File: src/design/lmcs_pkg.sv
// shared types, constants and decode helpers for the lamp matrix column sampler
package lmcs_pkg;

  localparam int unsigned COLS     = 8;
  localparam int unsigned COL_W    = $clog2(COLS);
  localparam int unsigned MASK_W   = 8;
  localparam int unsigned CNT_W    = 8;
  localparam int unsigned WORD_W   = 16;
  localparam int unsigned MATRIX_W = COLS * MASK_W;

  localparam logic [CNT_W-1:0] CNT_MAX   = 8'hFF;
  localparam logic [CNT_W-1:0] CNT_FIRST = 8'h01;
  localparam logic [CNT_W-1:0] THR_RESET = 8'h02;

  // per-column history entry kept in the state memory
  typedef struct packed {
    logic [CNT_W-1:0]  count;
    logic [MASK_W-1:0] mask;
  } entry_t;

  localparam int unsigned ENTRY_W = $bits(entry_t);

  // result of one column update
  typedef struct packed {
    entry_t entry;
    logic   row_wr;
  } upd_t;

  // true when exactly one bit of the column drive is set
  function automatic logic col_onehot(input logic [COLS-1:0] drive);
    col_onehot = (drive != '0) && ((drive & (drive - 1'b1)) == '0);
  endfunction

  // index of the set bit of a one-hot drive, zero otherwise
  function automatic logic [COL_W-1:0] col_index(input logic [COLS-1:0] drive);
    logic [COL_W-1:0] idx;
    idx = '0;
    for (int c = 0; c < COLS; c++) begin
      if (drive[c]) begin
        idx = idx | COL_W'(c);
      end
    end
    col_index = col_onehot(drive) ? idx : '0;
  endfunction

endpackage

File: src/design/lmcs_ram.sv
// generic single-write, single-read ram with registered read data
module lmcs_ram #(
  parameter int unsigned WIDTH = 16,
  parameter int unsigned DEPTH = 8
) (
  input  logic                     clk,
  input  logic                     wr_en,
  input  logic [$clog2(DEPTH)-1:0] wr_addr,
  input  logic [WIDTH-1:0]         wr_data,
  input  logic                     rd_en,
  input  logic [$clog2(DEPTH)-1:0] rd_addr,
  output logic [WIDTH-1:0]         rd_data
);

  logic [WIDTH-1:0] mem_r [DEPTH];
  logic [WIDTH-1:0] rd_data_r;

  // write port
  always_ff @(posedge clk) begin
    if (wr_en) begin
      mem_r[wr_addr] <= wr_data;
    end
  end

  // registered read port, holds when not enabled
  always_ff @(posedge clk) begin
    if (rd_en) begin
      rd_data_r <= mem_r[rd_addr];
    end
  end

  assign rd_data = rd_data_r;

endmodule

File: src/design/lmcs_update.sv
// per-column debounce update: compare, count and threshold check
module lmcs_update (
  input  lmcs_pkg::entry_t                cur,
  input  logic [lmcs_pkg::MASK_W-1:0]     lit,
  input  logic [lmcs_pkg::CNT_W-1:0]      thr,
  output lmcs_pkg::upd_t                  upd
);

  import lmcs_pkg::*;

  logic [CNT_W-1:0] count_nxt;

  // restart the run on a change, otherwise count up to saturation
  always_comb begin
    if (lit != cur.mask) begin
      count_nxt = CNT_FIRST;
    end else if (cur.count != CNT_MAX) begin
      count_nxt = cur.count + 1'b1;
    end else begin
      count_nxt = cur.count;
    end
  end

  assign upd.entry.count = count_nxt;
  assign upd.entry.mask  = lit;
  assign upd.row_wr      = (count_nxt >= thr);

endmodule

File: src/design/lamp_matrix_column_sampler.sv
// top level of the lamp matrix column sampler
//
//  channel  direction  handshake            payload
//  in_      input      in_valid / in_stall  in_sample_word[15:0]
//  out_     output     out_valid / out_stall out_column_valid, out_column_index[2:0],
//                                           out_row_updated, out_lamp_matrix[63:0]
//  cfg_     input      cfg_valid / cfg_ready cfg_consistency_threshold[7:0]
//
// one sample per cycle sustained while out_stall is not holding the result register;
// history memory read in the accept cycle, update and write back in the update stage;
// a same-column sample accepted during that write back takes the entry by forwarding
// reset clears per-entry valid bits, which make the whole history read as zero
// out_stall holds the result register and the update stage, which then stalls in_
module lamp_matrix_column_sampler (
  input  logic        clk,
  input  logic        rst_n,
  input  logic        in_valid,
  output logic        in_stall,
  input  logic [15:0] in_sample_word,
  output logic        out_valid,
  input  logic        out_stall,
  output logic        out_column_valid,
  output logic [2:0]  out_column_index,
  output logic        out_row_updated,
  output logic [63:0] out_lamp_matrix,
  input  logic        cfg_valid,
  output logic        cfg_ready,
  input  logic [7:0]  cfg_consistency_threshold
);

  import lmcs_pkg::*;

  // handshake and pipeline control
  logic in_acc;
  logic out_ready;
  logic s1_adv;

  // input decode
  logic [COLS-1:0]   in_drive;
  logic [MASK_W-1:0] in_lit;
  logic              in_col_vld;
  logic [COL_W-1:0]  in_col;

  // update stage
  logic              s1_vld_r;
  logic              s1_col_vld_r;
  logic [COL_W-1:0]  s1_col_r;
  logic [MASK_W-1:0] s1_lit_r;
  logic              s1_evld_r;
  logic              s1_fwd_r;
  entry_t            fwd_data_r;
  entry_t            ram_rd;
  entry_t            s1_ent;
  upd_t              s1_upd;

  // history write port and entry valid bits
  logic              wr_en;
  logic [COLS-1:0]   ent_vld_r;

  // stored lamp rows
  logic [MASK_W-1:0] lamp_r   [COLS];
  logic [MASK_W-1:0] lamp_nxt [COLS];
  logic [MATRIX_W-1:0] matrix_nxt;

  // threshold register
  logic [CNT_W-1:0]  thr_r;

  // result register
  logic                out_valid_r;
  logic                out_col_vld_r;
  logic [COL_W-1:0]    out_col_r;
  logic                out_upd_r;
  logic [MATRIX_W-1:0] out_matrix_r;

  assign out_ready = !out_valid_r || !out_stall;
  assign s1_adv    = s1_vld_r && out_ready;
  assign in_stall  = s1_vld_r && !s1_adv;
  assign in_acc    = in_valid && !in_stall;

  assign in_drive   = in_sample_word[WORD_W-1:MASK_W];
  assign in_lit     = ~in_sample_word[MASK_W-1:0];
  assign in_col_vld = col_onehot(in_drive);
  assign in_col     = col_index(in_drive);

  assign wr_en = s1_adv && s1_col_vld_r;

  // history memory: last mask and run count per column
  lmcs_ram #(
    .WIDTH (ENTRY_W),
    .DEPTH (COLS)
  ) u_hist_ram (
    .clk     (clk),
    .wr_en   (wr_en),
    .wr_addr (s1_col_r),
    .wr_data (s1_upd.entry),
    .rd_en   (in_acc),
    .rd_addr (in_col),
    .rd_data (ram_rd)
  );

  // update stage registers
  always_ff @(posedge clk) begin
    if (!rst_n) begin
      s1_vld_r <= 1'b0;
    end else if (in_acc) begin
      s1_vld_r <= 1'b1;
    end else if (s1_adv) begin
      s1_vld_r <= 1'b0;
    end
  end

  always_ff @(posedge clk) begin
    if (in_acc) begin
      s1_col_vld_r <= in_col_vld;
      s1_col_r     <= in_col;
      s1_lit_r     <= in_lit;
      s1_evld_r    <= ent_vld_r[in_col];
      s1_fwd_r     <= wr_en && (s1_col_r == in_col);
      fwd_data_r   <= s1_upd.entry;
    end
  end

  // entry seen by the update: forwarded write, stored entry, or reset value
  always_comb begin
    if (s1_fwd_r) begin
      s1_ent = fwd_data_r;
    end else if (s1_evld_r) begin
      s1_ent = ram_rd;
    end else begin
      s1_ent = '0;
    end
  end

  lmcs_update u_update (
    .cur (s1_ent),
    .lit (s1_lit_r),
    .thr (thr_r),
    .upd (s1_upd)
  );

  // entry valid bits
  always_ff @(posedge clk) begin
    if (!rst_n) begin
      ent_vld_r <= '0;
    end else if (wr_en) begin
      ent_vld_r[s1_col_r] <= 1'b1;
    end
  end

  // lamp rows after this transaction, packed for the result
  always_comb begin
    for (int c = 0; c < COLS; c++) begin
      lamp_nxt[c] = lamp_r[c];
    end
    if (wr_en && s1_upd.row_wr) begin
      lamp_nxt[s1_col_r] = s1_lit_r;
    end
    for (int c = 0; c < COLS; c++) begin
      matrix_nxt[c*MASK_W +: MASK_W] = lamp_nxt[c];
    end
  end

  always_ff @(posedge clk) begin
    if (!rst_n) begin
      for (int c = 0; c < COLS; c++) begin
        lamp_r[c] <= '0;
      end
    end else begin
      for (int c = 0; c < COLS; c++) begin
        lamp_r[c] <= lamp_nxt[c];
      end
    end
  end

  // threshold register
  assign cfg_ready = 1'b1;

  always_ff @(posedge clk) begin
    if (!rst_n) begin
      thr_r <= THR_RESET;
    end else if (cfg_valid && cfg_ready) begin
      thr_r <= cfg_consistency_threshold;
    end
  end

  // result register
  always_ff @(posedge clk) begin
    if (!rst_n) begin
      out_valid_r <= 1'b0;
    end else if (out_ready) begin
      out_valid_r <= s1_vld_r;
    end
  end

  always_ff @(posedge clk) begin
    if (s1_adv) begin
      out_col_vld_r <= s1_col_vld_r;
      out_col_r     <= s1_col_r;
      out_upd_r     <= s1_col_vld_r && s1_upd.row_wr;
      out_matrix_r  <= matrix_nxt;
    end
  end

  assign out_valid        = out_valid_r;
  assign out_column_valid = out_col_vld_r;
  assign out_column_index = out_col_r;
  assign out_row_updated  = out_upd_r;
  assign out_lamp_matrix  = out_matrix_r;

  // a forwarding flag left with no transaction in the update stage never meets a write
  assert property (@(posedge clk) disable iff (!rst_n)
    s1_fwd_r && !s1_vld_r |-> !wr_en)
    else $error("forwarding armed with no transaction in update stage");

  // an invalid column never reports an update or a nonzero index
  assert property (@(posedge clk) disable iff (!rst_n)
    out_valid && !out_column_valid |-> !out_row_updated && (out_column_index == '0))
    else $error("invalid column result carries update or index");

  // a stalled result stays valid and its lamp matrix does not change
  assert property (@(posedge clk) disable iff (!rst_n)
    out_valid && out_stall |=> out_valid && $stable(out_lamp_matrix))
    else $error("result changed under stall");

  // a written column leaves its lamp row equal to the sample's lit mask
  assert property (@(posedge clk) disable iff (!rst_n)
    wr_en && s1_upd.row_wr |=> lamp_r[$past(s1_col_r)] == $past(s1_lit_r))
    else $error("lamp row not written on update");

endmodule

File: config.mk
export PLATFORM = sky130hd
export DESIGN_NAME = lamp_matrix_column_sampler
export DESIGN_NICKNAME = d
export VERILOG_FILES = /design/src/design/lmcs_pkg.sv /design/src/design/lmcs_ram.sv /design/src/design/lmcs_update.sv /design/src/design/lamp_matrix_column_sampler.sv
export SDC_FILE = /design/constraint.sdc
export NUM_CORES = 1
export LEC_CHECK = 0
export ABC_AREA = 1
export BUFFER_PORTS_ARGS = -buffer_cell sky130_fd_sc_hd__buf_2
export CAP_MARGIN = 5
export CELL_PAD_IN_SITES_DETAIL_PLACEMENT = 2
export CELL_PAD_IN_SITES_GLOBAL_PLACEMENT = 2
export CORE_MARGIN = 2
export CORE_UTILIZATION = 41
export DETAILED_ROUTE_END_ITERATION = 7
export GPL_ROUTABILITY_DRIVEN = 0
export PLACE_DENSITY_LB_ADDON = 0.1
export SYNTH_ARGS = -nofsm -noshare
export SYNTH_HDL_FRONTEND = slang
export SYNTH_SLANG_ARGS = --single-unit
File: constraint.sdc
create_clock -name clk -period 13.6 [get_ports clk]
set_input_delay 2.72 -clock clk [delete_from_list [all_inputs] [get_ports clk]]
set_output_delay 2.72 -clock clk [all_outputs]
set_load 0.1 [all_outputs]
* Yosys cells after proc, flatten, opt, wreduce, memory -nomap -nowiden
Memories as Yosys holds them, arrays and structs flattened. A register that Yosys moved wholly into a read port is not among the register bits.
Index checks and enable logic that the tools add are counted.
** Word-level totals
- Memories :: 2
- Bits of input ports :: 29
- Output and inout port bits :: 72
- Register bits after elaboration :: 117
- Memory bits (writable) :: 192
** Operators by class
- Reduce and logical (&&, ||, !) cells :: 18
- Bitwise operators :: 12
- Mux-type cells :: 34
- $add $sub $neg :: 2
- Equality and inequality tests :: 3
- Order comparisons :: 6
** Memory list
- u_hist_ram.mem_r :: depth 8, bits a word 16, read ports 1, clocked after memory_dff 1, write ports 1, line lmcs_ram.sv:15 : logic [WIDTH-1:0] mem_r [DEPTH];
- lamp_r :: depth 8, bits a word 8, read ports 8, clocked after memory_dff 0, write ports 8, line lamp_matrix_column_sampler.sv:61 : logic [MASK_W-1:0] lamp_r [COLS];
** Operators with widths (count)
- 2-to-1 mux 8 bit :: 11
- bitwise mux 64 bit :: 1
- 2-to-1 mux 64 bit :: 1
- 2-to-1 mux 16 bit :: 2
- demux 8 bit (select 3 bit) :: 1
- 2-to-1 mux 3 bit :: 5
- logical AND 1 bit :: 10
- 2-to-1 mux 1 bit :: 9
- adder 8 x 1 -> 8 bit, second input constant :: 1
- bitwise AND 8 bit :: 1
- >= comparator 8 bit :: 1
- zero test 8 bit :: 1
- < comparator 3 x 4 -> 1 bit, second input constant :: 2
- inequality test 8 bit :: 1
- inequality test 8 bit, second input constant :: 1
- inverter 8 bit :: 1
- bitwise OR 1 bit :: 8
- bitwise OR 8 bit :: 1
- nonzero test 8 bit :: 1
- subtractor 8 x 1 -> 8 bit, second input constant :: 1
- >= comparator 4 bit, second input constant :: 1
- zero test 1 bit :: 4
- < comparator 4 x 1 -> 1 bit, second input constant :: 1
- 2-to-1 mux 2 bit :: 2
- other kinds (7) :: 7

* Longest topological paths before layout
- Word-level depth :: 10
- Mapped depth :: 24
- Gate-level depth less buffers :: 22

* Modules after synthesis
From an unflattened synthesis, not the netlist that was laid out.
** Unflattened totals
- Cells, all modules :: 1436
- Area, all modules :: 14182.4 µm²
** Modules (own cells, without submodules)
- lamp_matrix_column_sampler :: cells each 738, area an instance 7407.1 µm², times used 1
- lmcs_ram :: cells each 587, area an instance 6149.6 µm², times used 1
- lmcs_update :: cells each 111, area an instance 625.6 µm², times used 1

* Worst setup path before layout
No wires, ideal clock.
- Kind :: input -> register
- Start :: input port out_stall
- End :: register out_matrix_r[44] (netlist: out_lamp_matrix[44]), data pin
- Arrival :: 7482 ps
- Slack :: 5990 ps
- Path buffers :: 0
- Required time :: 13473 ps
- Setup time :: 127 ps
- Stages :: 9
- Cells stage by stage :: a21oi_1 -> nand2_1 -> inv_1 -> nand2_1 -> inv_2 -> nand2_1 -> nand2_1 -> nand2_1 -> inv_1
** RTL lines
- from (decl) :: line lamp_matrix_column_sampler.sv:21 : input logic out_stall,
- to (signal assigned) :: line lamp_matrix_column_sampler.sv:200 : out_matrix_r <= matrix_nxt;
- to (decl) :: line lamp_matrix_column_sampler.sv:73 : logic [MATRIX_W-1:0] out_matrix_r;

* Final worst setup path
- Start :: input port out_stall
- End :: output port in_stall
** Between the ends
- Cells in the longest elaborated chain, start to end :: 5
** Ends and longest elaborated chain
- zero test 1 bit :: line lamp_matrix_column_sampler.sv:75 : assign out_ready = !out_valid_r || !out_stall;
- logical OR 1 bit :: line lamp_matrix_column_sampler.sv:75
- logical AND 1 bit :: line lamp_matrix_column_sampler.sv:76 : assign s1_adv = s1_vld_r && out_ready;
- zero test 1 bit :: line lamp_matrix_column_sampler.sv:77 : assign in_stall = s1_vld_r && !s1_adv;
- logical AND 1 bit :: line lamp_matrix_column_sampler.sv:77
- to (decl) :: line lamp_matrix_column_sampler.sv:18 : output logic in_stall,
Every way passes these cells.

==> flow_metrics.tcl <==
set metrics [dict create \
    layout_common_cells "363 x nand2_1, 320 x inv_1, 243 x edfxtp_1" \
    reg2regPathDepth 20 \
    period_needed_ns 6.225 \
    cp.required_ns 10.88 \
    yosysTopAreaCell "edfxtp_1" \
    clock_latency_ns 0.51 \
    port_buffers 99 \
    outcome "complete, no violations" \
    ys_async_sr_fraction_pct 0 \
    cts_tree "done" \
    synth_area_per_cell_um2 9.570 \
    cts_made_buffers 36 \
    critical_path_class "input port to output pin" \
    switching_share_pct 23.88 \
    grt-ovfl-total 0 \
    synthToLayoutAreaGrowth_pct 14.35 \
    yosysTopAreaCellShare_pct 51.87 \
    dp.cells 1978 \
    antenna_found_initial 1 \
    hold_slack_ns 0.4624 \
    combPwrFrac_pct 6.4 \
    finalPower_uw 2177 \
    cts.sinks 325 \
    antenna_left 0 \
    cts_resized 0 \
    grt_pass1_vias 11430 \
    final_layout_size_suffix_gt1_share_pct 13.86 \
    skew_ns 0.01463 \
    synthTopCellsByArea "edfxtp_1 52%, dfxtp_1 12%, nand2_1 9.7%, inv_1 8.6%, nand3_1 6.4%" \
    grtUsageMet2_pct 42.69 \
    die_area_mm2 0.03581 \
    hold_violations 0 \
    drv_slew 0 \
    stdcell_count 2043 \
    ys.flop_type "edfxtp_1" \
    cts.clk_slew.worst_paths_ns 0.06 \
    reg2reg_slack_ns 8.12 \
    start_kind "input port" \
    ys_seq_area_share_pct 63.54 \
    relSlewSlack_pct 30.97 \
    hold_buffers 0 \
    cts_root_buffer "clkbuf_16" \
    globalRouteMet1Util_pct 28.45 \
    syn-cell-area_mm2 0.01407 \
    wirelength_um 40830 \
    layout_commonest_cell "nand2_1" \
    power.density_mw_per_mm2 135.3 \
    syn_nets 1508 \
    worstHoldPathCells 2 \
    setup_slack_ns 7.375 \
    drc 0 \
    period_share_pct 45.78 \
    post_synth_num_cell_types 32 \
    synth-edff-count 243 \
    crit_fanout 2 \
    clkPwrFrac_pct 43.4 \
    end_kind "output pin" \
    grt_usage_pct 23.20 \
    maxCapViolCount 0 \
    power_leakage_uw 0.007566 \
    num_vias 10210 \
    grt_max_degree 76 \
    layout.nets 1606 \
    dr.pass1.iters 5 \
    ir_drop_mv 0.1070 \
    ys_ff_latch 325 \
    post-cts-setup-buffers 0 \
    synthCells 1470 \
    use_met3_pct 3.466 \
    worstPathArrival_ns 3.51 \
    yosysWarnings 0 \
    die_w_um 189.2 \
    tightest_slew_ns 1.035 \
    dpl.hpwl_um 24320 \
    h-tree-depth 2 \
    clock_tree.buffer_depth 3 \
    core_mm2 0.03370 \
    grt_pass1_wl_um 63990 \
    setup_viol 0 \
    rows 67 \
    p_seq_share_pct 50.2 \
    io_pins 101 \
    p_switching_uw 520.0 \
    fillCellCount 3590 \
    fin_tns_setup_ns 0 \
    clock.fmax_mhz 160.6 \
    via_per_inst 4.998 \
    min_path_type "flop to flop" \
    avgRoutedWirePerCell_um 19.99 \
    die_h_um 189.2 \
    grt_busiest_layer "met2" \
    internal_power_uw 1657 \
    initial_core_util_pct 41.75 \
    rsz0062_at_grt "no" \
    drt_iter0_drc 438 \
    place_ws_ns 7.374 \
]
==> through the flow <==
stage                     utilization (%)  instance area [um2]
after floorplan                         -                14070
after global placement              44.39                14960
after detailed placement            44.39                14960
after CTS                           47.73                16080
after global routing                47.73                16080
final                               47.74                16090
==> state kept, by name, indices dropped and copies added, names as in the netlist <==
register	flops
out_lamp_matrix	64
fwd_data_r	16
s1_fwd_r	1
u_hist_ram.mem_r	128
ent_vld_r	8
out_column_index	3
out_row_updated	1
s1_vld_r	1
thr_r	8
s1_lit_r	8
u_hist_ram.rd_data	16
out_valid	1
s1_col_vld_r	1
lamp_r	64
s1_col_r	3
out_column_valid	1
s1_evld_r	1
==> worst max-delay path, stage by stage <==
cell and delay (ns):
buf_2 0.12, nand2_1 0.08, nor2_1 0.14, buf_2 0.45
==> per-layer routing <==
layer / part of all wire (%) / up-vias
li1: - / 4797
met1: 42 / 5206
met2: 52 / 141
met3: 3.2 / 66
met4: 2.2 / 0
met5: 0 / -
==> final timing paths <==
check	startpoint	endpoint
worst max-delay path	out_stall	in_stall
worst min-delay path	thr_r[5]	thr_r[5]
worst max register to register	s1_fwd_r	out_lamp_matrix[33]
worst min register to register	thr_r[5]	thr_r[5]
==> Yosys cell counts, types with 3 or more instances <==
master,count
nor2_1,100
o21ai_0,13
buf_1,3
a22oi_1,6
ha_1,9
clkbuf_1,23
a21oi_1,24
nand2_1,363
inv_1,322
nand4_1,3
nand2_2,4
buf_6,7
nand3_2,30
nand3_1,181
dfxtp_1,82
nor2_2,4
inv_2,12
buf_2,14
xor2_1,10
edfxtp_1,243
==> layout make-up <==
cell class | count | area (um2) | share of cell area, %
flip-flops and latches | 325 | 8939 | 55.56
multi-input cells | 760 | 3630 | 22.56
inverters | 336 | 1261 | 7.840
clock buffers | 52 | 1012 | 6.292
repair buffers | 109 | 570.5 | 3.547
well taps | 448 | 560.5 | 3.484
clock inverters | 12 | 111.4 | 0.6922
diodes | 1 | 2.502 | 0.01556
==> cell families after synthesis <==
kind of cell | share of synthesized area (%)
simple gates | 22.15
other cells | 0.02666
buf+inv | 10.82
flops | 63.54
compound gates | 1.983
xor+xnor | 0.6848
fa+ha+maj | 0.8004
==> power groups by stage <==
stage | clock network [uW] | logic (uW) | registers, uW
after floorplan | 0 | 47.6 | 1170
after global placement | 0 | 137 | 1110
after detailed placement | 0 | 140 | 1110
after CTS | 965 | 141 | 1090
after global routing | 999 | 148 | 1090
final | 946 | 139 | 1090
No activity file was read; power rests on OpenSTA's default activity.
